`src/hdl/aavl_pkg.sv`:
```
// shared types, constants and the arctangent table for the aim and launch core
// no dependencies

package aavl_pkg;

	localparam int FRAC_BITS         = 8;
	localparam int ANG_Q             = 16;
	localparam int TRIG_Q            = 30;
	localparam int VEC_PRESCALE      = 16;
	localparam int CORDIC_STEPS_DEF  = 16;
	localparam int GAIN_INV          = 652032874;
	localparam int VEL_LIMIT         = 65535;
	localparam int ANGLE_LIM         = 90 * (1 << FRAC_BITS);
	localparam int ANGLE_RESET       = 40 * (1 << FRAC_BITS);

	localparam int XY_W  = 34;   // cordic x/y datapath
	localparam int Z_W   = 26;   // cordic angle accumulator, degrees q16
	localparam int PW    = 50;   // product accumulators
	localparam int SPD_W = 16;
	localparam int LEN_W = 8;
	localparam int MCW   = $clog2(SPD_W);

	localparam logic OP_AIM   = 1'b0;
	localparam logic OP_SHOOT = 1'b1;

	localparam logic [1:0] REG_ORIGIN_X = 2'd0;
	localparam logic [1:0] REG_ORIGIN_Y = 2'd1;
	localparam logic [1:0] REG_BARREL   = 2'd2;

	typedef enum logic [1:0] {
		ST_IDLE,
		ST_CORD,
		ST_MUL,
		ST_FIN
	} aavl_state_t;

	typedef struct packed {
		logic load;
		logic rot;
	} cordic_ctrl_t;

	typedef struct packed {
		logic run;
		logic last;
	} cordic_stat_t;

	// atan(2^-i) in degrees, q16
	function automatic logic [21:0] atan_q16(input logic [4:0] i);
		logic [21:0] r;
		begin
			case (i)
				5'd0:  r = 22'd2949120;
				5'd1:  r = 22'd1740967;
				5'd2:  r = 22'd919879;
				5'd3:  r = 22'd466945;
				5'd4:  r = 22'd234379;
				5'd5:  r = 22'd117304;
				5'd6:  r = 22'd58666;
				5'd7:  r = 22'd29335;
				5'd8:  r = 22'd14668;
				5'd9:  r = 22'd7334;
				5'd10: r = 22'd3667;
				5'd11: r = 22'd1833;
				5'd12: r = 22'd917;
				5'd13: r = 22'd458;
				5'd14: r = 22'd229;
				5'd15: r = 22'd115;
				5'd16: r = 22'd57;
				5'd17: r = 22'd29;
				5'd18: r = 22'd14;
				5'd19: r = 22'd7;
				5'd20: r = 22'd4;
				5'd21: r = 22'd2;
				5'd22: r = 22'd1;
				default: r = 22'd0;
			endcase
			return r;
		end
	endfunction

endpackage

```
`src/hdl/aavl_cordic.sv`:
```
// iterative cordic, one micro-rotation per cycle, vectoring or rotation mode
// depends on aavl_pkg

module aavl_cordic import aavl_pkg::*; #(
	parameter int STEPS = CORDIC_STEPS_DEF
) (
	input  logic                   clk,
	input  logic                   arst_n,
	input  cordic_ctrl_t           ctrl,
	input  logic signed [XY_W-1:0] x_in,
	input  logic signed [XY_W-1:0] y_in,
	input  logic signed [Z_W-1:0]  z_in,
	output logic signed [XY_W-1:0] x_out,
	output logic signed [XY_W-1:0] y_out,
	output logic signed [Z_W-1:0]  z_out,
	output cordic_stat_t           stat
);

	localparam int CW = $clog2(STEPS);

	logic signed [XY_W-1:0] x_q, y_q, xs, ys;
	logic signed [Z_W-1:0]  z_q, at;
	logic [CW-1:0]          cnt_q;
	logic                   run_q, rot_q, neg;

	always_comb begin
		xs  = x_q >>> cnt_q;
		ys  = y_q >>> cnt_q;
		at  = $signed({{(Z_W-22){1'b0}}, atan_q16(5'(cnt_q))});
		// rotate clockwise when driving y or z towards zero from the other side
		neg = rot_q ? z_q[Z_W-1] : (!y_q[XY_W-1] && (y_q != '0));
		stat.run  = run_q;
		stat.last = run_q && (cnt_q == CW'(STEPS - 1));
	end

	always_ff @(posedge clk or negedge arst_n) begin
		if (!arst_n) begin
			run_q <= 1'b0;
			cnt_q <= '0;
		end else if (ctrl.load) begin
			run_q <= 1'b1;
			cnt_q <= '0;
		end else if (run_q) begin
			if (stat.last) run_q <= 1'b0;
			cnt_q <= cnt_q + CW'(1);
		end
	end

	always_ff @(posedge clk) begin
		if (ctrl.load) begin
			x_q   <= x_in;
			y_q   <= y_in;
			z_q   <= z_in;
			rot_q <= ctrl.rot;
		end else if (run_q) begin
			if (neg) begin
				x_q <= x_q + ys;
				y_q <= y_q - xs;
				z_q <= z_q + at;
			end else begin
				x_q <= x_q - ys;
				y_q <= y_q + xs;
				z_q <= z_q - at;
			end
		end
	end

	assign x_out = x_q;
	assign y_out = y_q;
	assign z_out = z_q;

endmodule

```
`src/hdl/aim_angle_and_launch_vector_core.sv`:
```
// aim angle and launch vector core: top level with fsm, serial multipliers, outputs
// depends on aavl_pkg and aavl_cordic
// one item at a time; the cordic loop (one step a cycle) runs, then a shoot waits for the
// last micro-rotation to land and runs the bit-serial multiply (one speed bit a cycle,
// 16 bits); the receiver cannot stall; done is high for one cycle per item, and the
// next item may be accepted in that cycle
// asynchronous active-low reset restores the config, state, counter, barrel and done registers

module aim_angle_and_launch_vector_core import aavl_pkg::*; #(
	parameter int CORDIC_STEPS = CORDIC_STEPS_DEF
) (
	input  logic               clk,
	input  logic               arst_n,
	input  logic               start,
	output logic               busy,
	input  logic               opcode,
	input  logic [11:0]        target_x,
	input  logic [11:0]        target_y,
	input  logic [15:0]        speed,
	input  logic               cfg_valid,
	output logic               cfg_ready,
	input  logic [1:0]         cfg_index,
	input  logic [11:0]        cfg_data,
	output logic               done,
	output logic signed [15:0] angle_out,
	output logic signed [21:0] muzzle_x,
	output logic signed [21:0] muzzle_y,
	output logic signed [16:0] vel_x,
	output logic signed [16:0] vel_y,
	output logic               degenerate
);

	// configuration registers
	logic [11:0]        ox_q, oy_q;
	logic [7:0]         len_q;
	logic signed [15:0] barrel_q;

	// per-item capture
	logic               op_q, degen_q, vert_q, horz_q, dypos_q;
	logic [SPD_W-1:0]   mspd_q;
	logic [LEN_W-1:0]   mlen_q;
	logic [MCW-1:0]     mcnt_q;

	aavl_state_t state_q, state_d;
	logic        accept, mul_load, mul_last;

	// cordic hookup
	cordic_ctrl_t           cctrl;
	cordic_stat_t           cstat;
	logic signed [12:0]     dx, dy, ax, ay;
	logic signed [XY_W-1:0] cx_in, cy_in, cx, cy;
	logic signed [Z_W-1:0]  cz_in, cz;

	// serial multiplier
	logic signed [PW-1:0] mc_c_q, mc_s_q;
	logic signed [PW-1:0] acc_lc_q, acc_ls_q, acc_vc_q, acc_vs_q;

	// finishing arithmetic
	logic signed [Z_W-1:0] zr;
	logic signed [15:0]    ang_new;
	logic signed [PW-1:0]  lc_r, ls_r, vc_r, vs_r, mx_f, my_f, vx_f, vy_f;

	// output registers
	logic               done_q, degen_out_q;
	logic signed [15:0] angle_q;
	logic signed [21:0] mx_q, my_q;
	logic signed [16:0] vx_q, vy_q;

	assign busy      = (state_q != ST_IDLE);
	assign accept    = start && !busy;
	assign cfg_ready = 1'b1;

	// configuration beat
	always_ff @(posedge clk or negedge arst_n) begin
		if (!arst_n) begin
			ox_q  <= 12'd0;
			oy_q  <= 12'd600;
			len_q <= 8'd60;
		end else if (cfg_valid && cfg_ready) begin
			unique case (cfg_index)
				REG_ORIGIN_X: ox_q  <= cfg_data;
				REG_ORIGIN_Y: oy_q  <= cfg_data;
				REG_BARREL:   len_q <= cfg_data[7:0];
				default: ;
			endcase
		end
	end

	// aim vector, y flipped so that up is positive
	assign dx = $signed({1'b0, target_x}) - $signed({1'b0, ox_q});
	assign dy = $signed({1'b0, oy_q}) - $signed({1'b0, target_y});
	// fold the left half-plane onto the right (single-argument atan)
	assign ax = dx[12] ? -dx : dx;
	assign ay = dx[12] ? -dy : dy;

	always_comb begin
		cctrl.load = accept;
		cctrl.rot  = opcode;
		if (opcode == OP_SHOOT) begin
			cx_in = XY_W'(GAIN_INV);
			cy_in = '0;
			cz_in = Z_W'(barrel_q) <<< (ANG_Q - FRAC_BITS);
		end else begin
			cx_in = XY_W'(ax) <<< VEC_PRESCALE;
			cy_in = XY_W'(ay) <<< VEC_PRESCALE;
			cz_in = '0;
		end
	end

	aavl_cordic #(.STEPS(CORDIC_STEPS)) u_cordic (
		.clk   (clk),
		.arst_n(arst_n),
		.ctrl  (cctrl),
		.x_in  (cx_in),
		.y_in  (cy_in),
		.z_in  (cz_in),
		.x_out (cx),
		.y_out (cy),
		.z_out (cz),
		.stat  (cstat)
	);

	// state register
	always_ff @(posedge clk or negedge arst_n) begin
		if (!arst_n) state_q <= ST_IDLE;
		else         state_q <= state_d;
	end

	assign mul_last = (mcnt_q == MCW'(SPD_W - 1));

	always_comb begin
		state_d  = state_q;
		mul_load = 1'b0;
		unique case (state_q)
			ST_IDLE: begin
				if (accept) state_d = ST_CORD;
			end
			ST_CORD: begin
				// shoot waits until the last micro-rotation has landed
				if (op_q == OP_SHOOT) begin
					if (!cstat.run) begin
						state_d  = ST_MUL;
						mul_load = 1'b1;
					end
				end else if (cstat.last) begin
					state_d = ST_FIN;
				end
			end
			ST_MUL: begin
				if (mul_last) state_d = ST_FIN;
			end
			ST_FIN:  state_d = ST_IDLE;
			default: state_d = ST_IDLE;
		endcase
	end

	// capture the item's flags and operands on the accepted beat
	always_ff @(posedge clk) begin
		if (accept) begin
			op_q    <= opcode;
			degen_q <= (dx == '0) && (dy == '0);
			vert_q  <= (dx == '0);
			horz_q  <= (dy == '0);
			dypos_q <= !dy[12] && (dy != '0);
		end
	end

	// shift-add multipliers, lsb first; cos/sin times speed and barrel length
	always_ff @(posedge clk or negedge arst_n) begin
		if (!arst_n) begin
			mcnt_q <= '0;
		end else if (mul_load) begin
			mcnt_q <= '0;
		end else if (state_q == ST_MUL) begin
			mcnt_q <= mcnt_q + MCW'(1);
		end
	end

	always_ff @(posedge clk) begin
		if (mul_load) begin
			// cordic registers hold their final values by now
			mc_c_q   <= PW'(cx);
			mc_s_q   <= PW'(cy);
			mlen_q   <= len_q;
			acc_lc_q <= '0;
			acc_ls_q <= '0;
			acc_vc_q <= '0;
			acc_vs_q <= '0;
		end else if (state_q == ST_MUL) begin
			if (mspd_q[0]) begin
				acc_vc_q <= acc_vc_q + mc_c_q;
				acc_vs_q <= acc_vs_q + mc_s_q;
			end
			if (mlen_q[0]) begin
				acc_lc_q <= acc_lc_q + mc_c_q;
				acc_ls_q <= acc_ls_q + mc_s_q;
			end
			mc_c_q <= mc_c_q <<< 1;
			mc_s_q <= mc_s_q <<< 1;
			mspd_q <= mspd_q >> 1;
			mlen_q <= mlen_q >> 1;
		end
		if (accept) mspd_q <= speed;
	end

	// rounding, clamping and final sums
	always_comb begin
		zr = (cz + Z_W'(1 <<< (ANG_Q - FRAC_BITS - 1))) >>> (ANG_Q - FRAC_BITS);
		if (degen_q)                    ang_new = barrel_q;
		else if (vert_q)                ang_new = dypos_q ? 16'(ANGLE_LIM) : -16'(ANGLE_LIM);
		else if (horz_q)                ang_new = '0;
		else if (zr > Z_W'(ANGLE_LIM))  ang_new = 16'(ANGLE_LIM);
		else if (zr < -Z_W'(ANGLE_LIM)) ang_new = -16'(ANGLE_LIM);
		else                            ang_new = zr[15:0];

		lc_r = (acc_lc_q + (PW'(1) <<< (TRIG_Q - FRAC_BITS - 1))) >>> (TRIG_Q - FRAC_BITS);
		ls_r = (acc_ls_q + (PW'(1) <<< (TRIG_Q - FRAC_BITS - 1))) >>> (TRIG_Q - FRAC_BITS);
		vc_r = (acc_vc_q + (PW'(1) <<< (TRIG_Q - 1))) >>> TRIG_Q;
		vs_r = -((acc_vs_q + (PW'(1) <<< (TRIG_Q - 1))) >>> TRIG_Q);
		mx_f = ($signed({{(PW-12){1'b0}}, ox_q}) <<< FRAC_BITS) + lc_r;
		my_f = ($signed({{(PW-12){1'b0}}, oy_q}) <<< FRAC_BITS) - ls_r;

		if (vc_r > PW'(VEL_LIMIT))       vx_f = PW'(VEL_LIMIT);
		else if (vc_r < -PW'(VEL_LIMIT)) vx_f = -PW'(VEL_LIMIT);
		else                             vx_f = vc_r;
		if (vs_r > PW'(VEL_LIMIT))       vy_f = PW'(VEL_LIMIT);
		else if (vs_r < -PW'(VEL_LIMIT)) vy_f = -PW'(VEL_LIMIT);
		else                             vy_f = vs_r;
	end

	// stored barrel angle; aim updates it in the finishing cycle
	always_ff @(posedge clk or negedge arst_n) begin
		if (!arst_n) begin
			barrel_q <= 16'(ANGLE_RESET);
		end else if (state_q == ST_FIN && op_q == OP_AIM) begin
			barrel_q <= ang_new;
		end
	end

	always_ff @(posedge clk or negedge arst_n) begin
		if (!arst_n) done_q <= 1'b0;
		else         done_q <= (state_q == ST_FIN);
	end

	// result beat payload
	always_ff @(posedge clk) begin
		if (state_q == ST_FIN) begin
			if (op_q == OP_AIM) begin
				angle_q     <= ang_new;
				degen_out_q <= degen_q;
				mx_q        <= '0;
				my_q        <= '0;
				vx_q        <= '0;
				vy_q        <= '0;
			end else begin
				angle_q     <= barrel_q;
				degen_out_q <= 1'b0;
				mx_q        <= mx_f[21:0];
				my_q        <= my_f[21:0];
				vx_q        <= vx_f[16:0];
				vy_q        <= vy_f[16:0];
			end
		end
	end

	assign done       = done_q;
	assign angle_out  = angle_q;
	assign muzzle_x   = mx_q;
	assign muzzle_y   = my_q;
	assign vel_x      = vx_q;
	assign vel_y      = vy_q;
	assign degenerate = degen_out_q;

	// result beat only once the core has gone idle
	a_done_idle: assert property (@(posedge clk) disable iff (!arst_n)
		done |-> !busy) else $error("result beat while busy");

	// an accepted item keeps the core busy in the next cycle
	a_accept_busy: assert property (@(posedge clk) disable iff (!arst_n)
		(start && !busy) |=> busy) else $error("accepted item not held");

	// each result beat follows a cycle of work
	a_done_past: assert property (@(posedge clk) disable iff (!arst_n)
		done |-> $past(busy)) else $error("result beat without work");

	// the multiplier only runs after a shoot cordic pass
	a_mul_shoot: assert property (@(posedge clk) disable iff (!arst_n)
		(state_q == ST_MUL) |-> (op_q == OP_SHOOT)) else $error("multiply on aim");

endmodule
```
`config.mk`:
```
export PLATFORM = sky130hd
export DESIGN_NAME = aim_angle_and_launch_vector_core
export DESIGN_NICKNAME = d
export VERILOG_FILES = /design/src/hdl/aavl_pkg.sv /design/src/hdl/aavl_cordic.sv /design/src/hdl/aim_angle_and_launch_vector_core.sv
export SDC_FILE = /design/constraint.sdc
export NUM_CORES = 2
export LEC_CHECK = 0
export BUFFER_PORTS_ARGS = -buffer_cell sky130_fd_sc_hd__clkbuf_2
export CORE_MARGIN = 5
export CORE_UTILIZATION = 50
export CTS_CLUSTER_DIAMETER = 30
export DETAILED_ROUTE_END_ITERATION = 8
export PLACE_DENSITY = 0.81
export REMOVE_ABC_BUFFERS = 1
export SETUP_SLACK_MARGIN = 0.4
export SYNTH_ARGS = -nofsm -noshare
export SYNTH_HDL_FRONTEND = slang
export SYNTH_SLANG_ARGS = --single-unit
```
`constraint.sdc`:
```
create_clock -name clk -period 5.7 [get_ports clk]
set_input_delay 0.285 -clock clk [delete_from_list [all_inputs] [get_ports clk]]
set_output_delay 0.285 -clock clk [all_outputs]
set_load 0.01 [all_outputs]
```
## After elaboration in Yosys (flattened, before gate mapping)

Memories as Yosys holds them, arrays and structs flattened.
Index checks and enable logic that the tools add are counted.

- Bits of input ports: 59
- Output and inout port bits: 98
- ROM bits: 352
- Bits in registers: 578
- Memories: 1
- Word-level logic and storage cells: 158

Memory list:

| name | words | bits a word | read ports | clocked after Yosys merged registers in | write ports | RTL line | text |
|---|---|---|---|---|---|---|---|
| (no name shown) | 16 | 22 | 1 | 0 | 0 | aavl_pkg.sv:51 | `case (i)` |

- Reductions and logical operators: 28
- $lt $le $gt $ge: 6
- Eq/ne operators: 12
- Add/subtract/negate cells: 24
- Bitwise gates (word level): 1
- Multiplexer cells: 51
- Shift-type cells: 2

Operator list:

| kind | count |
|---|---|
| $mux W34 | 8 |
| $add A50 B50 Y50 | 4 |
| $mux W50 | 4 |
| $mux W16 | 12 |
| $mux W26 | 4 |
| $add A50 B31 Y50 const B | 2 |
| $add A44 B23 Y44 const B | 2 |
| $add A34 B34 Y34 | 2 |
| $sshr A34 B4 Y34 | 2 |
| $sub A34 B34 Y34 | 2 |
| $gt A50 B17 Y1 const B | 1 |
| $lt A50 B17 Y1 const B | 1 |
| $neg A20 Y50 | 1 |
| $mux W17 | 2 |
| $reduce_bool A34 Y1 | 1 |
| $add A26 B23 Y26 | 1 |
| $add A26 B9 Y26 const B | 1 |
| $logic_not A13 Y1 | 2 |
| $mux W13 | 2 |
| $neg A13 Y13 | 2 |
| $sub A12 B12 Y13 | 2 |
| $sub A26 B23 Y26 | 1 |
| $add A21 B22 Y22 | 1 |
| $sub A21 B22 Y22 | 1 |
| other kinds (24) | 63 |

## Longest topological paths before layout

- Depth after elaboration: 8
- Depth in mapped cells: 29
- Mapped depth without buffers: 24

## Hierarchy

From an unflattened synthesis, not the netlist that was laid out.

- Cell total of the unflattened synthesis: 5660
- Area total of the unflattened synthesis: 47580.6 um2

Modules (own cells, without submodules):

| module | cells each | area an instance (um2) | times used | seq. area each (um2) |
|---|---|---|---|---|
| aim_angle_and_launch_vector_core | 3950 | 33424.6 | 1 | 11878.9 |
| aavl_cordic | 1710 | 14156.1 | 1 | 2977.9 |

## Worst setup path after synthesis

Ideal clock, no wire load.

- Kind: reg-to-reg
- Start point: register u_cordic.cnt_q[1]
- End point: register u_cordic.z_q[25], in the netlist u_cordic.z_out[25], data pin
- Library setup time: 0.267 ns
- Required time: 5.433 ns
- Arrival time: 5.516 ns
- Slack: -0.083 ns
- Cell stages (with the launch flop): 30
- Buffers on the path: 6
- Clock period less this slack: 5.783 ns
- Path through: dfrtp_1 > buf_2 > buf_4 > buf_4 > inv_2 > buf_1 > clkbuf_1 > ha_1 > clkbuf_1 > nor2_1 > o31ai_1 > ha_1 > nand2_1 > nor2_1 > nand2_1 > nor3_1 > nor2_1 > xor2_1 > ha_1 > a21o_1 > a21o_1 > a21oi_1 > a21boi_0 > o21ai_0 > o31ai_1 > nor4_1 > nor3_1 > a221oi_1 > xnor2_1 > o21ai_0

- Longest elaborated chain between the ends: 5
- Elaborated cells between the ends (all ways): 6
- Those cells by class: add/sub (2); mux (3); memory (1)

Ends and longest elaborated chain:

| element | RTL line | text |
|---|---|---|
| start: declaration | aavl_cordic.sv:23 | `logic [CW-1:0] cnt_q;` |
| start signal: assignment | aavl_cordic.sv:45 | `cnt_q <= cnt_q + CW'(1);` |
| $mem_v2 Z16 W22 * | n/a |  |
| $sub A26 B23 Y26 or $add A26 B23 Y26 (tied branches) | aavl_cordic.sv:63, aavl_cordic.sv:59 |  |
| $mux W26 * | aavl_cordic.sv:56 | `if (neg) begin` |
| $mux W26 * | aavl_cordic.sv:55 | `end else if (run_q) begin` |
| $mux W26 * | aavl_cordic.sv:50 | `if (ctrl.load) begin` |
| end signal: assignment | aavl_cordic.sv:53 | `z_q <= z_in;` |
| end signal: assignment | aavl_cordic.sv:59 | `z_q <= z_q + at;` |
| end signal: assignment | aavl_cordic.sv:63 | `z_q <= z_q - at;` |
| end: declaration | aavl_cordic.sv:22 | `logic signed [Z_W-1:0] z_q, at;` |

Every way passes the cells marked *; elsewhere a longest branch is shown, timed or not. The select of a mux whose other input is x is not followed.
A chain may end at the register's enable or synchronous reset.

## Final worst setup path

- Start point: register u_cordic.cnt_q[0]
- End point: register u_cordic.y_q[31], in the netlist u_cordic.y_out[31], data pin

- Longest elaborated chain between the ends: 5
- Elaborated cells between the ends (all ways): 6
- Those cells by class: add/sub (2); shift (1); mux (3)

Ends and longest elaborated chain:

| element | RTL line | text |
|---|---|---|
| $sshr A34 B4 Y34 * | aavl_cordic.sv:27 | `xs = x_q >>> cnt_q;` |
| $add A34 B34 Y34 or $sub A34 B34 Y34 (tied branches) | aavl_cordic.sv:62, aavl_cordic.sv:58 |  |
| $mux W34 * | aavl_cordic.sv:56 |  |
| $mux W34 * | aavl_cordic.sv:55 |  |
| $mux W34 * | aavl_cordic.sv:50 |  |
| end signal: assignment | aavl_cordic.sv:52 | `y_q <= y_in;` |
| end signal: assignment | aavl_cordic.sv:58 | `y_q <= y_q - xs;` |
| end signal: assignment | aavl_cordic.sv:62 | `y_q <= y_q + xs;` |
| end: declaration | aavl_cordic.sv:21 | `logic signed [XY_W-1:0] x_q, y_q, xs, ys;` |

Marked as above.

==> results.yml <==
worst_setup_path:
  critPathMaxFanout: 7
  cp.required_ns: 6.11
  endpoint_kind: "flip-flop"
  crit_chain: "buf_4, mux4_2, mux4_2, inv_2, ha_4, o211a_1, and2_4, and2b_2, nor2_1, xor2_1, ha_1, nand4_1, buf_4, or3_1, o221ai_2, o21ba_4, o31ai_4, and3_4, o31a_1, o21ai_1, nand2b_1, xnor2_1, o21ai_0"
  worstPathArrival_ns: 5.69
  path_buf_inv: 3
  slowest_stage: "mux4_2"
  critPathLaunchType: "flip-flop"
  cp_top_family: "compound AO/OA/AOI/OAI gates"
  max_stage_delay_ns: 0.53
  crit_type: "reg2reg"
synth:
  ys_warn_count: 0
  synthCells: 5341
  ys_ff_latch: 566
  synthFlopType: "edfxtp_1"
  synth-edff-count: 318
  ys_async_sr_fraction_pct: 10.60
  synth.avg_cell_area_sq_um: 8.531
  synth-seq-area-share_pct: 32.54
  syn_area_sq_um: 45570
  yosysUniqueCellTypes: 106
floorplan:
  initial_core_util_pct: 50.47
  num_rows: 110
  ios: 157
  die_w_um: 311.9
  core_area_sq_um: 90290
  die-area_sq_um: 97270
  die_h_um: 311.9
clocking:
  h-tree-depth: 3
  insertion_delay_ns: 0.72
  root_buffer: "clkbuf_16"
  cts_buffers: 121
  cts.sink_count: 566
  clk_pin_slew_ns: 0.06
  clockBufferDepth: 3
  cts_tree: "done"
placement:
  dpl_cell_area_sq_um: 48700
  pre_cts_ws_ns: 0.03149
  dp.cells: 6668
  gp_congestion: 0.9803
  hpwl_um: 98870
  io_buffers: 155
sta:
  fin_worst_skew_ns: 0.06955
  finalCritPeriodShare_pct: 92.51
  fmax_mhz: 189.6
  hold_viol: 0
  fin_tns_setup_ns: 0
  worst_pin_slew_ns: 1.118
  final.setup.worst_slack_ns: 0.4269
  relSlewSlack_pct: 25.18
  rsz0062_at_grt: "yes"
  finalMaxSlewViolations: 0
  finalSetupViolCount: 0
  finalWorstPathRequiredPeriod_ns: 5.273
outcome:
  status: "finished, final reports clean"
grt:
  grt_pass1_vias: 41140
  antenna_found_initial: 2
  grt_pass1_wl_um: 216600
  grt_start_max_net_pins: 170
  grt.overflow.total: 0
  grt.total_usage_pct: 27.01
routing:
  vias: 42880
  drc: 0
  drt_iter0_drc: 4002
  routedWlPerCell_um: 19.96
  wl_um: 139400
  drtPass1Iterations: 7
  postRouteAntennaNets: 0
  vias_per_cell: 6.140
finish:
  final_cell_count_no_fill: 6984
  antenna_cells: 0
  final_common_cell: "nand2_1"
  drive_above_1_share_pct: 16.36
  design_area_sq_um: 54380
  fin_nets: 6117
  final_cell_mix: "nand2_1, a21oi_1, nor2_1, ha_1, edfxtp_1"
  area_delta_synth_final_pct: 19.34
worst_hold_path:
  worstHoldPathType: "in2reg"
run:
  drv_cap: 0
-- worst paths after layout --
kind                                 endpoint         startpoint  depth (start not counted)  slack (ns)
min in group asynchronous         barrel_q[8]             arst_n                          3        0.32
max                        u_cordic.y_out[31]  u_cordic.cnt_q[0]                         23        0.43
max in group asynchronous   u_cordic.cnt_q[0]             arst_n                          3        4.68
max reg2reg                u_cordic.y_out[31]  u_cordic.cnt_q[0]                         23        0.43
min reg2reg                       acc_vs_q[4]        acc_vs_q[4]                          2        0.45
min                                   ox_q[7]       cfg_index[1]                          3        0.07
-- flip-flops by register name (all words and copies together) (netlist names), 22 cells and up --
name,count
acc_lc_q,44
acc_ls_q,44
acc_vc_q,50
acc_vs_q,50
mc_c_q,50
mc_s_q,50
muzzle_x,22
muzzle_y,22
u_cordic.x_out,34
u_cordic.y_out,34
u_cordic.z_out,26
-- metal layers --
layer	track usage [%]	vias to the layer above	wire, um
li1	-	20100	-
met1	34.19	20220	54570
met2	45.39	2054	65040
met3	5.077	506	12770
met4	11.61	0	7028
met5	0	-	0
-- stage by stage --
stage	utilization [%]	hold slack (ns)
2_1_floorplan	-	-0.01059
3_3_place_gp	53.94	0.4412
3_5_place_dp	53.94	0.4492
4_1_cts	59.33	0.01456
5_1_grt	60.23	0.1091
6_report	60.23	0.06643
-- cells by family after synthesis --
kind of cell	share of synthesized area (%)
simple gates	19.08
fa+ha+maj	10.02
buf+inv	3.537
other cells	0.008230
flops	32.54
compound gates	20.03
xor+xnor	9.418
mux	5.360
-- Yosys cell counts (59+ instances only) --
cell      instances  area (sq um)
nor2_1          349          1310
nand2_1         937          3517
xnor2_1         279          2444
nand3_1         140         700.7
edfxtp_1        318          9549
a21oi_1         496          2482
xor2_1          211          1848
a21o_1          188          1411
and3_1           66         412.9
dfxtp_1         188          3764
clkbuf_1        166         623.1
nor3_1           84         420.4
o21ai_0         313          1567
inv_1           150         563.0
mux4_2           59          1329
ha_1            349          4367
-- what timing repair did --
item	CTS	global route
endpoints found under the hold margin	98	0
resized for setup	21	133
buffers inserted	15	36
pin swaps	1	37
cloned	1	2
hold buffers	30	0
setup endpoints to repair	27	33
-- worst register-to-register path, cell delays in order (launching register included) --
cell,delay (ns)
dfrtp_4,0.52
buf_4,0.16
mux4_2,0.53
mux4_2,0.50
inv_2,0.11
ha_4,0.14
o211a_1,0.20
and2_4,0.17
and2b_2,0.19
nor2_1,0.06
xor2_1,0.17
ha_1,0.30
nand4_1,0.10
buf_4,0.16
or3_1,0.32
o221ai_2,0.19
o21ba_4,0.21
o31ai_4,0.25
and3_4,0.22
o31a_1,0.19
o21ai_1,0.07
nand2b_1,0.09
xnor2_1,0.11
o21ai_0,0.08
-- area by class of cell --
| type | count | area (sq um) |
|---|---|---|
| Multi-Input combinational cell | 4382 | 29700 |
| Clock inverter | 97 | 1182 |
| Sequential cell | 566 | 14840 |
| Clock buffer | 135 | 3154 |
| Timing Repair Buffer | 476 | 3455 |
| Inverter | 152 | 575.6 |
| Fill cell | 7263 | 35910 |
| Tap cell | 1176 | 1471 |
Power is left out: the tool's default activity adds up to more than one toggle a clock period on the data nets, which glitch-free logic cannot reach.
